File: src/rtl/itp_pkg.sv
// Shared types, character constants and operator tables for the infix to postfix converter.
package itp_pkg;

   localparam int STACK_DEPTH_DEFAULT = 16;

   localparam logic [7:0] CHAR_SPACE = 8'h20;
   localparam logic [7:0] CHAR_OPEN  = 8'h28;
   localparam logic [7:0] CHAR_CLOSE = 8'h29;
   localparam logic [7:0] CHAR_MUL   = 8'h2a;
   localparam logic [7:0] CHAR_ADD   = 8'h2b;
   localparam logic [7:0] CHAR_SUB   = 8'h2d;
   localparam logic [7:0] CHAR_DOT   = 8'h2e;
   localparam logic [7:0] CHAR_DIV   = 8'h2f;
   localparam logic [7:0] CHAR_ZERO  = 8'h30;
   localparam logic [7:0] CHAR_NINE  = 8'h39;
   localparam logic [7:0] CHAR_POW   = 8'h5e;
   localparam logic [7:0] CHAR_NULL  = 8'h00;

   typedef enum logic [2:0] {
      CODE_ADD  = 3'd0,
      CODE_SUB  = 3'd1,
      CODE_MUL  = 3'd2,
      CODE_DIV  = 3'd3,
      CODE_POW  = 3'd4,
      CODE_OPEN = 3'd5
   } code_type;

   typedef enum logic [1:0] {
      ERR_NONE      = 2'd0,
      ERR_UNMATCHED = 2'd1,
      ERR_FULL      = 2'd2
   } err_type;

   typedef enum logic [2:0] {
      ST_IDLE,
      ST_LEAD,
      ST_DISPATCH,
      ST_POP_OP,
      ST_SPACE,
      ST_POP_PAR,
      ST_FIN
   } st_type;

   typedef struct packed {
      logic     push;
      logic     pop;
      code_type code;
   } stack_ctl_type;

   function automatic logic is_op_char(input logic [7:0] ch);
      return (ch == CHAR_ADD) || (ch == CHAR_SUB) || (ch == CHAR_MUL) ||
             (ch == CHAR_DIV) || (ch == CHAR_POW);
   endfunction

   function automatic code_type op_code_of(input logic [7:0] ch);
      code_type c;
      c = CODE_ADD;
      if (ch == CHAR_SUB) c = CODE_SUB;
      if (ch == CHAR_MUL) c = CODE_MUL;
      if (ch == CHAR_DIV) c = CODE_DIV;
      if (ch == CHAR_POW) c = CODE_POW;
      return c;
   endfunction

   function automatic logic [7:0] code_char(input code_type c);
      logic [7:0] ch;
      unique case (c)
         CODE_ADD:  ch = CHAR_ADD;
         CODE_SUB:  ch = CHAR_SUB;
         CODE_MUL:  ch = CHAR_MUL;
         CODE_DIV:  ch = CHAR_DIV;
         CODE_POW:  ch = CHAR_POW;
         CODE_OPEN: ch = CHAR_OPEN;
         default:   ch = CHAR_ADD;
      endcase
      return ch;
   endfunction

   function automatic logic [1:0] code_prec(input code_type c);
      logic [1:0] p;
      unique case (c)
         CODE_ADD, CODE_SUB: p = 2'd1;
         CODE_MUL, CODE_DIV: p = 2'd2;
         CODE_POW:           p = 2'd3;
         CODE_OPEN:          p = 2'd0;
         default:            p = 2'd1;
      endcase
      return p;
   endfunction

endpackage

File: src/rtl/itp_stack_cell.sv
// One cell of the operator stack chain: holds one code and shifts with its neighbors.
module itp_stack_cell import itp_pkg::*; (
   input  logic          clock,
   input  stack_ctl_type ctl,
   input  code_type      up_code,
   input  code_type      down_code,
   output code_type      code
);

   code_type code_ff;

   always_ff @(posedge clock) begin
      if (ctl.push) begin
         code_ff <= up_code;
      end else if (ctl.pop) begin
         code_ff <= down_code;
      end
   end

   assign code = code_ff;

endmodule

File: src/rtl/itp_control.sv
// Sequencer for the converter: parses characters, drives the stack chain and the result registers.
module itp_control import itp_pkg::*; #(
   parameter int STACK_DEPTH = STACK_DEPTH_DEFAULT
) (
   input  logic          clock,
   input  logic          reset,
   input  logic          req_valid,
   output logic          req_stall,
   input  logic [7:0]    req_char_in,
   input  logic          req_final_char,
   output logic          rsp_valid,
   input  logic          rsp_stall,
   output logic [7:0]    rsp_char_out,
   output logic          rsp_end_of_output,
   output logic [1:0]    rsp_error_code,
   output stack_ctl_type stack_ctl,
   input  code_type      top_code
);

   localparam int CNT_W = $clog2(STACK_DEPTH + 1);
   localparam logic [CNT_W-1:0] FULL_COUNT = CNT_W'(STACK_DEPTH);
   localparam logic [CNT_W-1:0] ONE_COUNT  = CNT_W'(1);

   st_type           state_ff, state_in;
   st_type           ret_ff, ret_in;
   logic [7:0]       char_ff;
   logic             fin_ff;
   logic             inside_ff;
   logic [CNT_W-1:0] count_ff;
   logic             hold_valid_ff;
   logic [7:0]       hold_char_ff;
   err_type          hold_err_ff;
   logic             rsp_valid_ff;
   logic [7:0]       rsp_char_ff;
   logic             rsp_end_ff;
   err_type          rsp_err_ff;

   logic       is_digit, is_dot, is_op, is_open, is_close;
   logic       empty, full, top_open, pop_op_cond;
   logic       out_free, emit_ok, go;
   logic       want_emit, push_w, pop_w, set_w, clr_w, finish_w, need_out;
   logic       emit, push, pop, finish;
   logic [7:0] emit_char;
   err_type    emit_err;
   code_type   push_code;

   assign is_digit = (char_ff >= CHAR_ZERO) && (char_ff <= CHAR_NINE);
   assign is_dot   = (char_ff == CHAR_DOT);
   assign is_op    = is_op_char(char_ff);
   assign is_open  = (char_ff == CHAR_OPEN);
   assign is_close = (char_ff == CHAR_CLOSE);

   assign empty       = (count_ff == '0);
   assign full        = (count_ff == FULL_COUNT);
   assign top_open    = (top_code == CODE_OPEN);
   assign pop_op_cond = !empty && !top_open &&
                        (code_prec(top_code) >= code_prec(op_code_of(char_ff)));

   assign out_free = !rsp_valid_ff || !rsp_stall;
   assign emit_ok  = !hold_valid_ff || out_free;

   always_comb begin
      want_emit = 1'b0;
      emit_char = CHAR_NULL;
      emit_err  = ERR_NONE;
      push_w    = 1'b0;
      push_code = CODE_ADD;
      pop_w     = 1'b0;
      set_w     = 1'b0;
      clr_w     = 1'b0;
      finish_w  = 1'b0;
      need_out  = 1'b0;
      unique case (state_ff)
         ST_IDLE: begin
         end
         ST_LEAD: begin
            if (inside_ff) begin
               want_emit = 1'b1;
               if (is_digit || is_dot) begin
                  emit_char = char_ff;
               end else begin
                  emit_char = CHAR_SPACE;
                  clr_w     = 1'b1;
               end
            end
         end
         ST_DISPATCH: begin
            if (is_digit) begin
               want_emit = 1'b1;
               emit_char = char_ff;
               set_w     = 1'b1;
            end else if (is_open) begin
               if (full) begin
                  want_emit = 1'b1;
                  emit_err  = ERR_FULL;
               end else begin
                  push_w    = 1'b1;
                  push_code = CODE_OPEN;
               end
            end
         end
         ST_POP_OP: begin
            priority if (pop_op_cond) begin
               want_emit = 1'b1;
               emit_char = code_char(top_code);
               pop_w     = 1'b1;
            end else if (full) begin
               want_emit = 1'b1;
               emit_err  = ERR_FULL;
            end else begin
               push_w    = 1'b1;
               push_code = op_code_of(char_ff);
            end
         end
         ST_SPACE: begin
            want_emit = 1'b1;
            emit_char = CHAR_SPACE;
         end
         ST_POP_PAR: begin
            priority if (!empty && !top_open) begin
               want_emit = 1'b1;
               emit_char = code_char(top_code);
               pop_w     = 1'b1;
            end else if (!empty) begin
               pop_w = 1'b1;
            end else begin
               want_emit = 1'b1;
               emit_err  = ERR_UNMATCHED;
            end
         end
         ST_FIN: begin
            priority if (fin_ff && inside_ff) begin
               want_emit = 1'b1;
               emit_char = CHAR_SPACE;
               clr_w     = 1'b1;
            end else if (fin_ff && !empty) begin
               want_emit = 1'b1;
               emit_char = code_char(top_code);
               pop_w     = 1'b1;
            end else begin
               finish_w = 1'b1;
               need_out = hold_valid_ff || fin_ff;
            end
         end
         default: begin
         end
      endcase
      go     = want_emit ? emit_ok : (need_out ? out_free : 1'b1);
      emit   = want_emit && go;
      push   = push_w && go;
      pop    = pop_w && go;
      finish = finish_w && go;
   end

   always_comb begin
      state_in = state_ff;
      ret_in   = ret_ff;
      unique case (state_ff)
         ST_IDLE: begin
            if (req_valid) state_in = ST_LEAD;
         end
         ST_LEAD: begin
            if (go) state_in = (inside_ff && (is_digit || is_dot)) ? ST_FIN : ST_DISPATCH;
         end
         ST_DISPATCH: begin
            if (go) begin
               priority if (is_digit) state_in = ST_FIN;
               else if (is_op) state_in = ST_POP_OP;
               else if (is_close) state_in = ST_POP_PAR;
               else state_in = ST_FIN;
            end
         end
         ST_POP_OP: begin
            if (go) begin
               if (pop_op_cond) begin
                  state_in = ST_SPACE;
                  ret_in   = ST_POP_OP;
               end else begin
                  state_in = ST_FIN;
               end
            end
         end
         ST_SPACE: begin
            if (go) state_in = ret_ff;
         end
         ST_POP_PAR: begin
            if (go) begin
               if (!empty && !top_open) begin
                  state_in = ST_SPACE;
                  ret_in   = ST_POP_PAR;
               end else begin
                  state_in = ST_FIN;
               end
            end
         end
         ST_FIN: begin
            if (go) begin
               priority if (fin_ff && inside_ff) begin
                  state_in = ST_FIN;
               end else if (fin_ff && !empty) begin
                  state_in = ST_SPACE;
                  ret_in   = ST_FIN;
               end else begin
                  state_in = ST_IDLE;
               end
            end
         end
         default: state_in = ST_IDLE;
      endcase
   end

   always_ff @(posedge clock) begin
      if (reset) begin
         state_ff <= ST_IDLE;
         ret_ff   <= ST_IDLE;
      end else begin
         state_ff <= state_in;
         ret_ff   <= ret_in;
      end
   end

   always_ff @(posedge clock) begin
      if (state_ff == ST_IDLE && req_valid) begin
         char_ff <= req_char_in;
         fin_ff  <= req_final_char;
      end
   end

   always_ff @(posedge clock) begin
      if (reset) begin
         inside_ff <= 1'b0;
         count_ff  <= '0;
      end else begin
         if (set_w && go) begin
            inside_ff <= 1'b1;
         end else if (clr_w && go) begin
            inside_ff <= 1'b0;
         end
         if (push) begin
            count_ff <= count_ff + ONE_COUNT;
         end else if (pop) begin
            count_ff <= count_ff - ONE_COUNT;
         end
      end
   end

   always_ff @(posedge clock) begin
      if (reset) begin
         hold_valid_ff <= 1'b0;
         rsp_valid_ff  <= 1'b0;
      end else begin
         if (emit) begin
            hold_valid_ff <= 1'b1;
            hold_char_ff  <= emit_char;
            hold_err_ff   <= emit_err;
            if (hold_valid_ff) begin
               rsp_valid_ff <= 1'b1;
               rsp_char_ff  <= hold_char_ff;
               rsp_err_ff   <= hold_err_ff;
               rsp_end_ff   <= 1'b0;
            end else if (!rsp_stall) begin
               rsp_valid_ff <= 1'b0;
            end
         end else if (finish && hold_valid_ff) begin
            hold_valid_ff <= 1'b0;
            rsp_valid_ff  <= 1'b1;
            rsp_char_ff   <= hold_char_ff;
            rsp_err_ff    <= hold_err_ff;
            rsp_end_ff    <= fin_ff;
         end else if (finish && fin_ff) begin
            rsp_valid_ff <= 1'b1;
            rsp_char_ff  <= CHAR_NULL;
            rsp_err_ff   <= ERR_NONE;
            rsp_end_ff   <= 1'b1;
         end else if (!rsp_stall) begin
            rsp_valid_ff <= 1'b0;
         end
      end
   end

   assign req_stall         = (state_ff != ST_IDLE);
   assign rsp_valid         = rsp_valid_ff;
   assign rsp_char_out      = rsp_char_ff;
   assign rsp_end_of_output = rsp_end_ff;
   assign rsp_error_code    = rsp_err_ff;

   assign stack_ctl.push = push;
   assign stack_ctl.pop  = pop;
   assign stack_ctl.code = push_code;

endmodule

File: src/rtl/infix_to_postfix_converter.sv
// Top level of the infix to postfix converter: sequencer plus the operator stack chain.
//
// The converter takes an infix expression one ASCII character per transaction and returns
// the postfix form one character per transaction, with a space after each number and each
// operator. A character is handled by the sequencer in itp_control one step per clock, and
// a stalled result holds the sequencer until it is taken. Every operator taken off the
// stack is given in one step and its space in the next, and a number still open at the
// final character is closed with a space. The operator stack is a chain of STACK_DEPTH
// cells that all shift by one place on a push or a pop, so the top entry is always in the
// first cell. An unmatched close parenthesis gives a result with error code 1 and a push
// onto a full stack gives error code 2, both with character 0. The last result caused by
// the final character carries end_of_output, and a final character that causes nothing
// gives a single result with character 0.
module infix_to_postfix_converter import itp_pkg::*; #(
   parameter int STACK_DEPTH = STACK_DEPTH_DEFAULT
) (
   input  logic       clock,
   input  logic       reset,
   input  logic       req_valid,
   output logic       req_stall,
   input  logic [7:0] req_char_in,
   input  logic       req_final_char,
   output logic       rsp_valid,
   input  logic       rsp_stall,
   output logic [7:0] rsp_char_out,
   output logic       rsp_end_of_output,
   output logic [1:0] rsp_error_code
);

   stack_ctl_type stack_ctl;
   code_type      cell_code [STACK_DEPTH];

   itp_control #(
      .STACK_DEPTH(STACK_DEPTH)
   ) u_control (
      .clock             (clock),
      .reset             (reset),
      .req_valid         (req_valid),
      .req_stall         (req_stall),
      .req_char_in       (req_char_in),
      .req_final_char    (req_final_char),
      .rsp_valid         (rsp_valid),
      .rsp_stall         (rsp_stall),
      .rsp_char_out      (rsp_char_out),
      .rsp_end_of_output (rsp_end_of_output),
      .rsp_error_code    (rsp_error_code),
      .stack_ctl         (stack_ctl),
      .top_code          (cell_code[0])
   );

   for (genvar i = 0; i < STACK_DEPTH; i++) begin : g_cell
      code_type up_code;
      code_type down_code;

      if (i == 0) begin : g_first
         assign up_code = stack_ctl.code;
      end else begin : g_inner_up
         assign up_code = cell_code[i-1];
      end

      if (i == STACK_DEPTH - 1) begin : g_last
         assign down_code = CODE_ADD;
      end else begin : g_inner_down
         assign down_code = cell_code[i+1];
      end

      itp_stack_cell u_cell (
         .clock     (clock),
         .ctl       (stack_ctl),
         .up_code   (up_code),
         .down_code (down_code),
         .code      (cell_code[i])
      );
   end

endmodule

File: config.mk
export PLATFORM = sky130hd
export DESIGN_NAME = infix_to_postfix_converter
export DESIGN_NICKNAME = d
export VERILOG_FILES = /design/src/rtl/itp_pkg.sv /design/src/rtl/itp_stack_cell.sv /design/src/rtl/itp_control.sv /design/src/rtl/infix_to_postfix_converter.sv
export SDC_FILE = /design/constraint.sdc
export NUM_CORES = 1
export LEC_CHECK = 0
export BUFFER_PORTS_ARGS = -buffer_cell sky130_fd_sc_hd__buf_2
export CORE_UTILIZATION = 55
export DETAILED_ROUTE_END_ITERATION = 7
export PLACE_DENSITY = 0.76
export SLEW_MARGIN = 10
export SYNTH_ARGS = -nofsm -noshare
export SYNTH_HDL_FRONTEND = slang
export SYNTH_SLANG_ARGS = --single-unit
File: constraint.sdc
create_clock -name clock -period 4.8 [get_ports clock]
set_clock_uncertainty 0.2 [all_clocks]
set_input_delay 0.48 -clock clock [delete_from_list [all_inputs] [get_ports clock]]
set_output_delay 0.48 -clock clock [all_outputs]
set_load 0.05 [all_outputs]
==> Word-level counts from Yosys, hierarchy flattened <==
Index checks and enable logic that the tools add are counted.
{ "word_totals": {"ff_bits": 92, "output_inout_bits": 13, "word_cells": 254} }
{ "op_classes": {"add_sub_neg": 2, "magnitude_cmp": 3, "n_eq_ne": 36, "mux": 141, "bitwise_logic": 1, "n_reduce_logical": 42} }
{ "ops": {"columns": ["op", "count"], "rows": [
  ["$mux 3", 57],
  ["$mux 8", 9],
  ["$eq 8x6->1 const B", 7],
  ["$pmux 8 s6", 1],
  ["$mux 1", 45],
  ["$pmux 7 s5", 1],
  ["$mux 2", 14],
  ["$eq 3x3->1 const B", 7],
  ["$pmux 3 s7", 1],
  ["$ne 2x1->1 const B", 10],
  ["$eq 3x2->1 const B", 6],
  ["$pmux 2 s3", 3],
  ["$logic_and 1x1->1", 15],
  ["$mux 7", 2],
  ["$mux 5", 2],
  ["$pmux 3 s3", 1],
  ["$reduce_bool 3->1", 3],
  ["$eq 8x7->1 const B", 1],
  ["$ge 8x6->1 const B", 1],
  ["$le 8x6->1 const B", 1],
  ["$logic_or 1x1->1", 8],
  ["$reduce_and 8->1", 1],
  ["$reduce_and 7->1", 1],
  ["$eq 3x1->1 const B", 2],
  ["17 further kinds", 26]
]} }

==> Longest topological paths before layout <==
{ "logic_depth": {"word_depth": 18, "depth_mapped": 18, "ltp_nobuf": 16} }

==> Cells and area by module <==
A second synthesis with hierarchy kept.
{ "hier_totals": {"cells_unflattened": 388, "hier_area_um2": 4744.6} }
{ "modules_own_cells": {"columns": ["mod", "n_inst", "cells_per_inst", "area_each_um2", "seq_area_each_um2"], "rows": [
  ["itp_control", 1, 275, 2658.8, 1181.1],
  ["itp_stack_cell", 16, 7, 130.1, 90.1],
  ["infix_to_postfix_converter", 1, 1, 3.8, 0.0]
]} }

==> Worst setup path before layout <==
Ideal clock, no wire load.
{ "synth_path": {"path_kind": "register to register", "startpoint": "register u_control.char_ff[4]", "endpoint": "register u_control.count_ff[4]", "setup_ps": 123, "t_arrival_ps": 4216, "required_ps": 4477, "path_slack_ps": 261, "stages_incl_launch_ff": 17, "n_path_buf": 2, "synth_period_minus_slack_ps": 4539, "path_cell_list": "edfxtp_1 > nor4b_2 > nand3_1 > nand3b_1 > a21boi_0 > ha_1 > a21oi_1 > o31a_1 > o21ai_0 > clkbuf_1 > buf_1 > ha_1 > a21o_1 > a21oi_1 > nor2_1 > a41oi_2 > mux2_1"} }
{ "synth_between": {"elab_chain_cells": 15, "word_cells_on_any_way": 35, "cone_classes": "3 x order compare; 9 x eq/ne; 17 x mux; 6 x reduce/logical"} }
{ "synth_rtl": {"columns": ["item", "line_no", "source"], "rows": [
  ["start: declaration", "itp_control.sv:26", "logic [7:0] char_ff;"],
  ["start signal: assignment", "itp_control.sv:224", "char_ff <= req_char_in;"],
  ["$eq 8x6->1", "itp_pkg.sv:58", "if (ch == CHAR_SUB) c = CODE_SUB;"],
  ["$mux 1", "itp_pkg.sv:58", null],
  ["$mux 2 (2 in series)", null, null],
  ["$mux 3", "itp_pkg.sv:61", "if (ch == CHAR_POW) c = CODE_POW;"],
  ["$eq 3x2->1", "itp_pkg.sv:81", "unique case (c)"],
  ["$reduce_or 2->1", "itp_pkg.sv:81", null],
  ["$pmux 2 s3", "itp_pkg.sv:81", null],
  ["$ge 2x2->1", "itp_control.sv:57", "(code_prec(top_code) >= code_prec(op_code_of(char_ff)));"],
  ["$logic_and 1x1->1", "itp_control.sv:56", "assign pop_op_cond = !empty && !top_open &&"],
  ["$mux 1", "itp_control.sv:103", "priority if (pop_op_cond) begin"],
  ["$pmux 1 s6", "itp_control.sv:73", "unique case (state_ff)"],
  ["$mux 1", "itp_control.sv:148", "go = want_emit ? emit_ok : (need_out ? out_free : 1'b1);"],
  ["$logic_and 1x1->1 (on tied branches)", "itp_control.sv:150, itp_control.sv:151", null],
  ["$mux 5 or $reduce_bool 2->1 (tied branches)", null, null],
  ["end signal: assignment", "itp_control.sv:240", "count_ff <= count_ff + ONE_COUNT;"],
  ["end signal: assignment", "itp_control.sv:242", "count_ff <= count_ff - ONE_COUNT;"],
  ["end: declaration", "itp_control.sv:29", "logic [CNT_W-1:0] count_ff;"]
]} }
Several ways; a longest one is shown, not always the timed one.
A chain may end at the register's enable or synchronous reset.

==> Worst setup path after layout <==
{ "layout_path": {"startpoint": "register u_control.char_ff[4]", "endpoint": "register g_cell[2].u_cell.code_ff[2], enable pin"} }
{ "layout_between": {"elab_chain_cells": 15, "word_cells_on_any_way": 34, "cone_classes": "3 x order compare; 9 x eq/ne; 16 x mux; 6 x reduce/logical"} }
{ "layout_rtl": {"columns": ["item", "line_no", "source"], "rows": [
  ["$eq 8x6->1", "itp_pkg.sv:58", null],
  ["$mux 1", "itp_pkg.sv:58", null],
  ["$mux 2 (2 in series)", null, null],
  ["$mux 3", "itp_pkg.sv:61", null],
  ["$eq 3x2->1", "itp_pkg.sv:81", null],
  ["$reduce_or 2->1", "itp_pkg.sv:81", null],
  ["$pmux 2 s3", "itp_pkg.sv:81", null],
  ["$ge 2x2->1", "itp_control.sv:57", null],
  ["$logic_and 1x1->1", "itp_control.sv:56", null],
  ["$mux 1", "itp_control.sv:103", null],
  ["$pmux 1 s6", "itp_control.sv:73", null],
  ["$mux 1", "itp_control.sv:148", null],
  ["$logic_and 1x1->1 (on tied branches)", "itp_control.sv:151, itp_control.sv:150", null],
  ["$reduce_bool 2->1 (no line) (*)", null, null],
  ["end signal: assignment", "itp_stack_cell.sv:14", "code_ff <= up_code;"],
  ["end signal: assignment", "itp_stack_cell.sv:16", "code_ff <= down_code;"],
  ["end: declaration", "itp_stack_cell.sv:10", "code_type code_ff;"]
]} }
Mark *: on every way between the ends. The rest lies on a longest branch, timed or not.

==> impl_metrics.toml <==
[worst_setup_path]
crit_arrival_ps = 4160
cp-end-kind = "flip-flop"
cp_max_fo = 46
start_kind = "flip-flop"
cp.required_ps = 4620
rrSetupSlack_ps = 460
criticalPathCategory = "flip-flop to flip-flop"

[yosys]
synthXorXnorAreaFrac = 0.005896
avgSynthCellArea_um2 = 10.22
synth_edf_count = 78
synth_top_area_share = 0.5255
yosysWarningCount = 0
synth_top_family_by_area = "simple AND/OR/NAND/NOR gates"
ys_ff_latch = 92
async_reset_ff_frac = 0
yosysTopAreaCell = "edfxtp_1"
ys_seq_area_frac = 0.5884
synthMuxAreaShare = 0.01151
synth_flop_cell = "edfxtp_1"
synth.area.top_cells = "edfxtp_1 (53%), nand2_1 (12%), dfxtp_1 (6.3%)"
synth_cells = 436
synth_cell_types = 59
synthSimpleGateAreaFrac = 0.2296
synth-compound-area-share = 0.1137
syn_nets = 456
synth_area_mm2 = 0.004457
yosys.area_share.adder = 0.02134

[sta]
fin_crit_sh = 0.9040
slew_violations = 0
fmax_mhz = 230.4
setup_viol = 0
finalCriticalPeriod_ps = 4339
tightestPinTransition_ps = 696.1
slew_headroom = 0.5310
rsz0062_at_grt = "false"
layout_setup_ws_ps = 460.6
setup_tns_ps = 0
finalHoldViolCount = 0

[cells_and_area]
final_net_count = 478
fillerInstances = 637
fin_util = 0.6310
n_antenna_cell = 0
area_delta_synth_final_pct = 9.966
stdcell_area_mm2 = 0.004901
drive_gt1_frac = 0.1296

[drt]
drc_errors = 0
post_drt_wl_per_cell_um = 14.11
ant_nets = 0
drt-pass1-iter-count = 5
viasPerCell = 5.545
wirelength_um = 7972
detail_route.iter0.violations = 237
vias = 3133

[grt]
antenna_found_initial = 0
grt_start_max_net_pins = 47
grt_pass1_wl_um = 13330
overflow = 0
grtUsageTotal = 0.2029
grt_pass1_vias = 2889

[die]
die_x_um = 92.02
io_pins = 26
die_h_um = 92.02
rows = 32
core_area_mm2 = 0.007767
design.die.area_mm2 = 0.008467
start_util = 0.5738

[clocking]
ctsHtreeMaxLevel = 3
insertion_delay_ps = 360
cts_tree = "yes"
cts.root.buffer_cell = "clkbuf_8"
cts_buffers = 9
cts.reportedPaths.clkPinSlew_ps = 90
ctsHoldBuffers = 0
postCtsSetupRepairBufs = 0
cts.sinks = 92
ctsLongestPathBuffers = 2

[flow_run]
maxCapViolCount = 0

[worst_hold_path]
hp-class = "input pin to flip-flop"

[pwr]
peakVddDrop_mv = 0.2682
p_per_area_mw_per_mm2 = 434.3
cellLeakagePower_nw = 1.949

[placed_design]
dp_hpwl_um = 5522
numPortBuffers = 25
place.gp.congestion = 0.9076
dp_slack_ps = 457.5
dpl_cell_area_mm2 = 0.004683

[run_status]
status = "completed"
==> registers in the layout, summed over array words and instances (netlist names) <==
| signal | count |
|---|---|
| g_cell.u_cell.code | 48 |
| u_control.char_ff | 8 |
| u_control.count_ff | 5 |
| u_control.fin_ff | 1 |
| u_control.hold_char_ff | 8 |
| u_control.hold_err_ff | 2 |
| u_control.hold_valid_ff | 1 |
| u_control.inside_ff | 1 |
| u_control.ret_ff | 3 |
| u_control.rsp_char_out | 8 |
| u_control.rsp_end_of_output | 1 |
| u_control.rsp_error_code | 2 |
| u_control.rsp_valid | 1 |
| u_control.state_ff | 3 |
==> logic make-up after synthesis <==
kind of cell    Yosys count
compound gates           68
xor+xnor                  3
fa+ha+maj                 7
buf+inv                  32
flops                    92
mux                       5
other cells               1
simple gates            228
==> final cells by class <==
| cell class | count | area (um2) | share of cell area |
|---|---|---|---|
| tap | 102 | 127.6 | 0.02604 |
| clock inverter | 7 | 85.08 | 0.01736 |
| timing repair buffer | 31 | 170.2 | 0.03472 |
| inverter | 12 | 45.04 | 0.009191 |
| clock buffer | 9 | 123.9 | 0.02527 |
| multi-input combinational | 312 | 1727 | 0.3523 |
| sequential | 92 | 2623 | 0.5351 |
==> synthesized netlist by cell type, drive strengths merged (2+ instances only) <==
cell     count
nand2b       9
o32ai        2
o2111ai      4
a211oi       2
o31ai        2
nor4         3
a32o         2
and3         3
nand2      144
nor3b        3
a22o         3
o21ai       14
xnor2        2
nor2b        6
o22ai        2
nand3       14
inv         12
and2        15
a21boi       2
a31oi        2
nor3         5
edfxtp      78
clkbuf      17
dfxtp       14
a21oi       16
a21o         5
mux2i        4
ha           6
nor2        18
a221o        2
buf          3
==> cell usage in the layout (no fill, tap or decap), types with 9 or more instances in the layout <==
| cell type | Yosys | final |
|---|---|---|
| inv_1 | 12 | 12 |
| and2_1 | 15 | 15 |
| nand3_1 | 14 | 14 |
| clkbuf_8 | 0 | 9 |
| a21oi_1 | 15 | 15 |
| o21ai_0 | 12 | 11 |
| nor2_1 | 18 | 18 |
| nand2_1 | 144 | 144 |
| edfxtp_1 | 78 | 78 |
| nand2b_1 | 9 | 9 |
| dfxtp_1 | 14 | 14 |
| buf_2 | 0 | 25 |
==> through the flow <==
stage | cells | power [mW] | hold WS (ps)
2_1_floorplan | 436 | 1.477 | 231.3
3_3_place_gp | 549 | 1.583 | 243.9
3_5_place_dp | 549 | 1.602 | 251.3
4_1_cts | 565 | 2.132 | 79.39
5_1_grt | 565 | 2.237 | 70.59
6_report | 565 | 2.129 | 90.91
==> repair_timing <==
action / 4_1_cts / 5_1_grt
setup endpoints to repair: 0 / 30
gates resized for setup: 0 / 1
hold endpoints to repair: 0 / 0
==> worst max-delay path: stages (launching register included) <==
cell,delay (ps)
edfxtp_1,480
nor4b_4,450
nand3_1,160
nand3b_1,230
ha_1,310
nand2b_1,150
a21oi_1,270
o31a_1,360
o21ai_4,140
inv_1,120
buf_4,400
o22ai_2,220
inv_1,140
buf_4,370
==> per-layer routing <==
metal,vias to the layer above,wire (um),global-route usage
li1,1568,-,-
met1,1444,3712,0.2790
met2,107,3636,0.3153
met3,14,466,0.03980
met4,0,156,0.08724
met5,-,0,0
==> path summary, 6_finish.rpt <==
path,cells after the start,from,to
max,13,u_control.char_ff[4]$_DFFE_PP_,g_cell[2].u_cell.code[2]$_DFFE_PP_
min,1,req_char_in[6],u_control.char_ff[6]$_DFFE_PP_
max reg2reg,13,u_control.char_ff[4]$_DFFE_PP_,g_cell[2].u_cell.code[2]$_DFFE_PP_
min reg2reg,2,u_control.ret_ff[2]$_SDFFE_PP0P_,u_control.ret_ff[2]$_SDFFE_PP0P_
==> power breakdown <==
part	internal [mW]	switching [mW]	total (mW)
Combinational	0.175	0.323	0.498
Clock	0.249	0.287	0.536
Sequential	0.998	0.0965	1.09
Note: power is estimated with default switching activity, not from simulation.
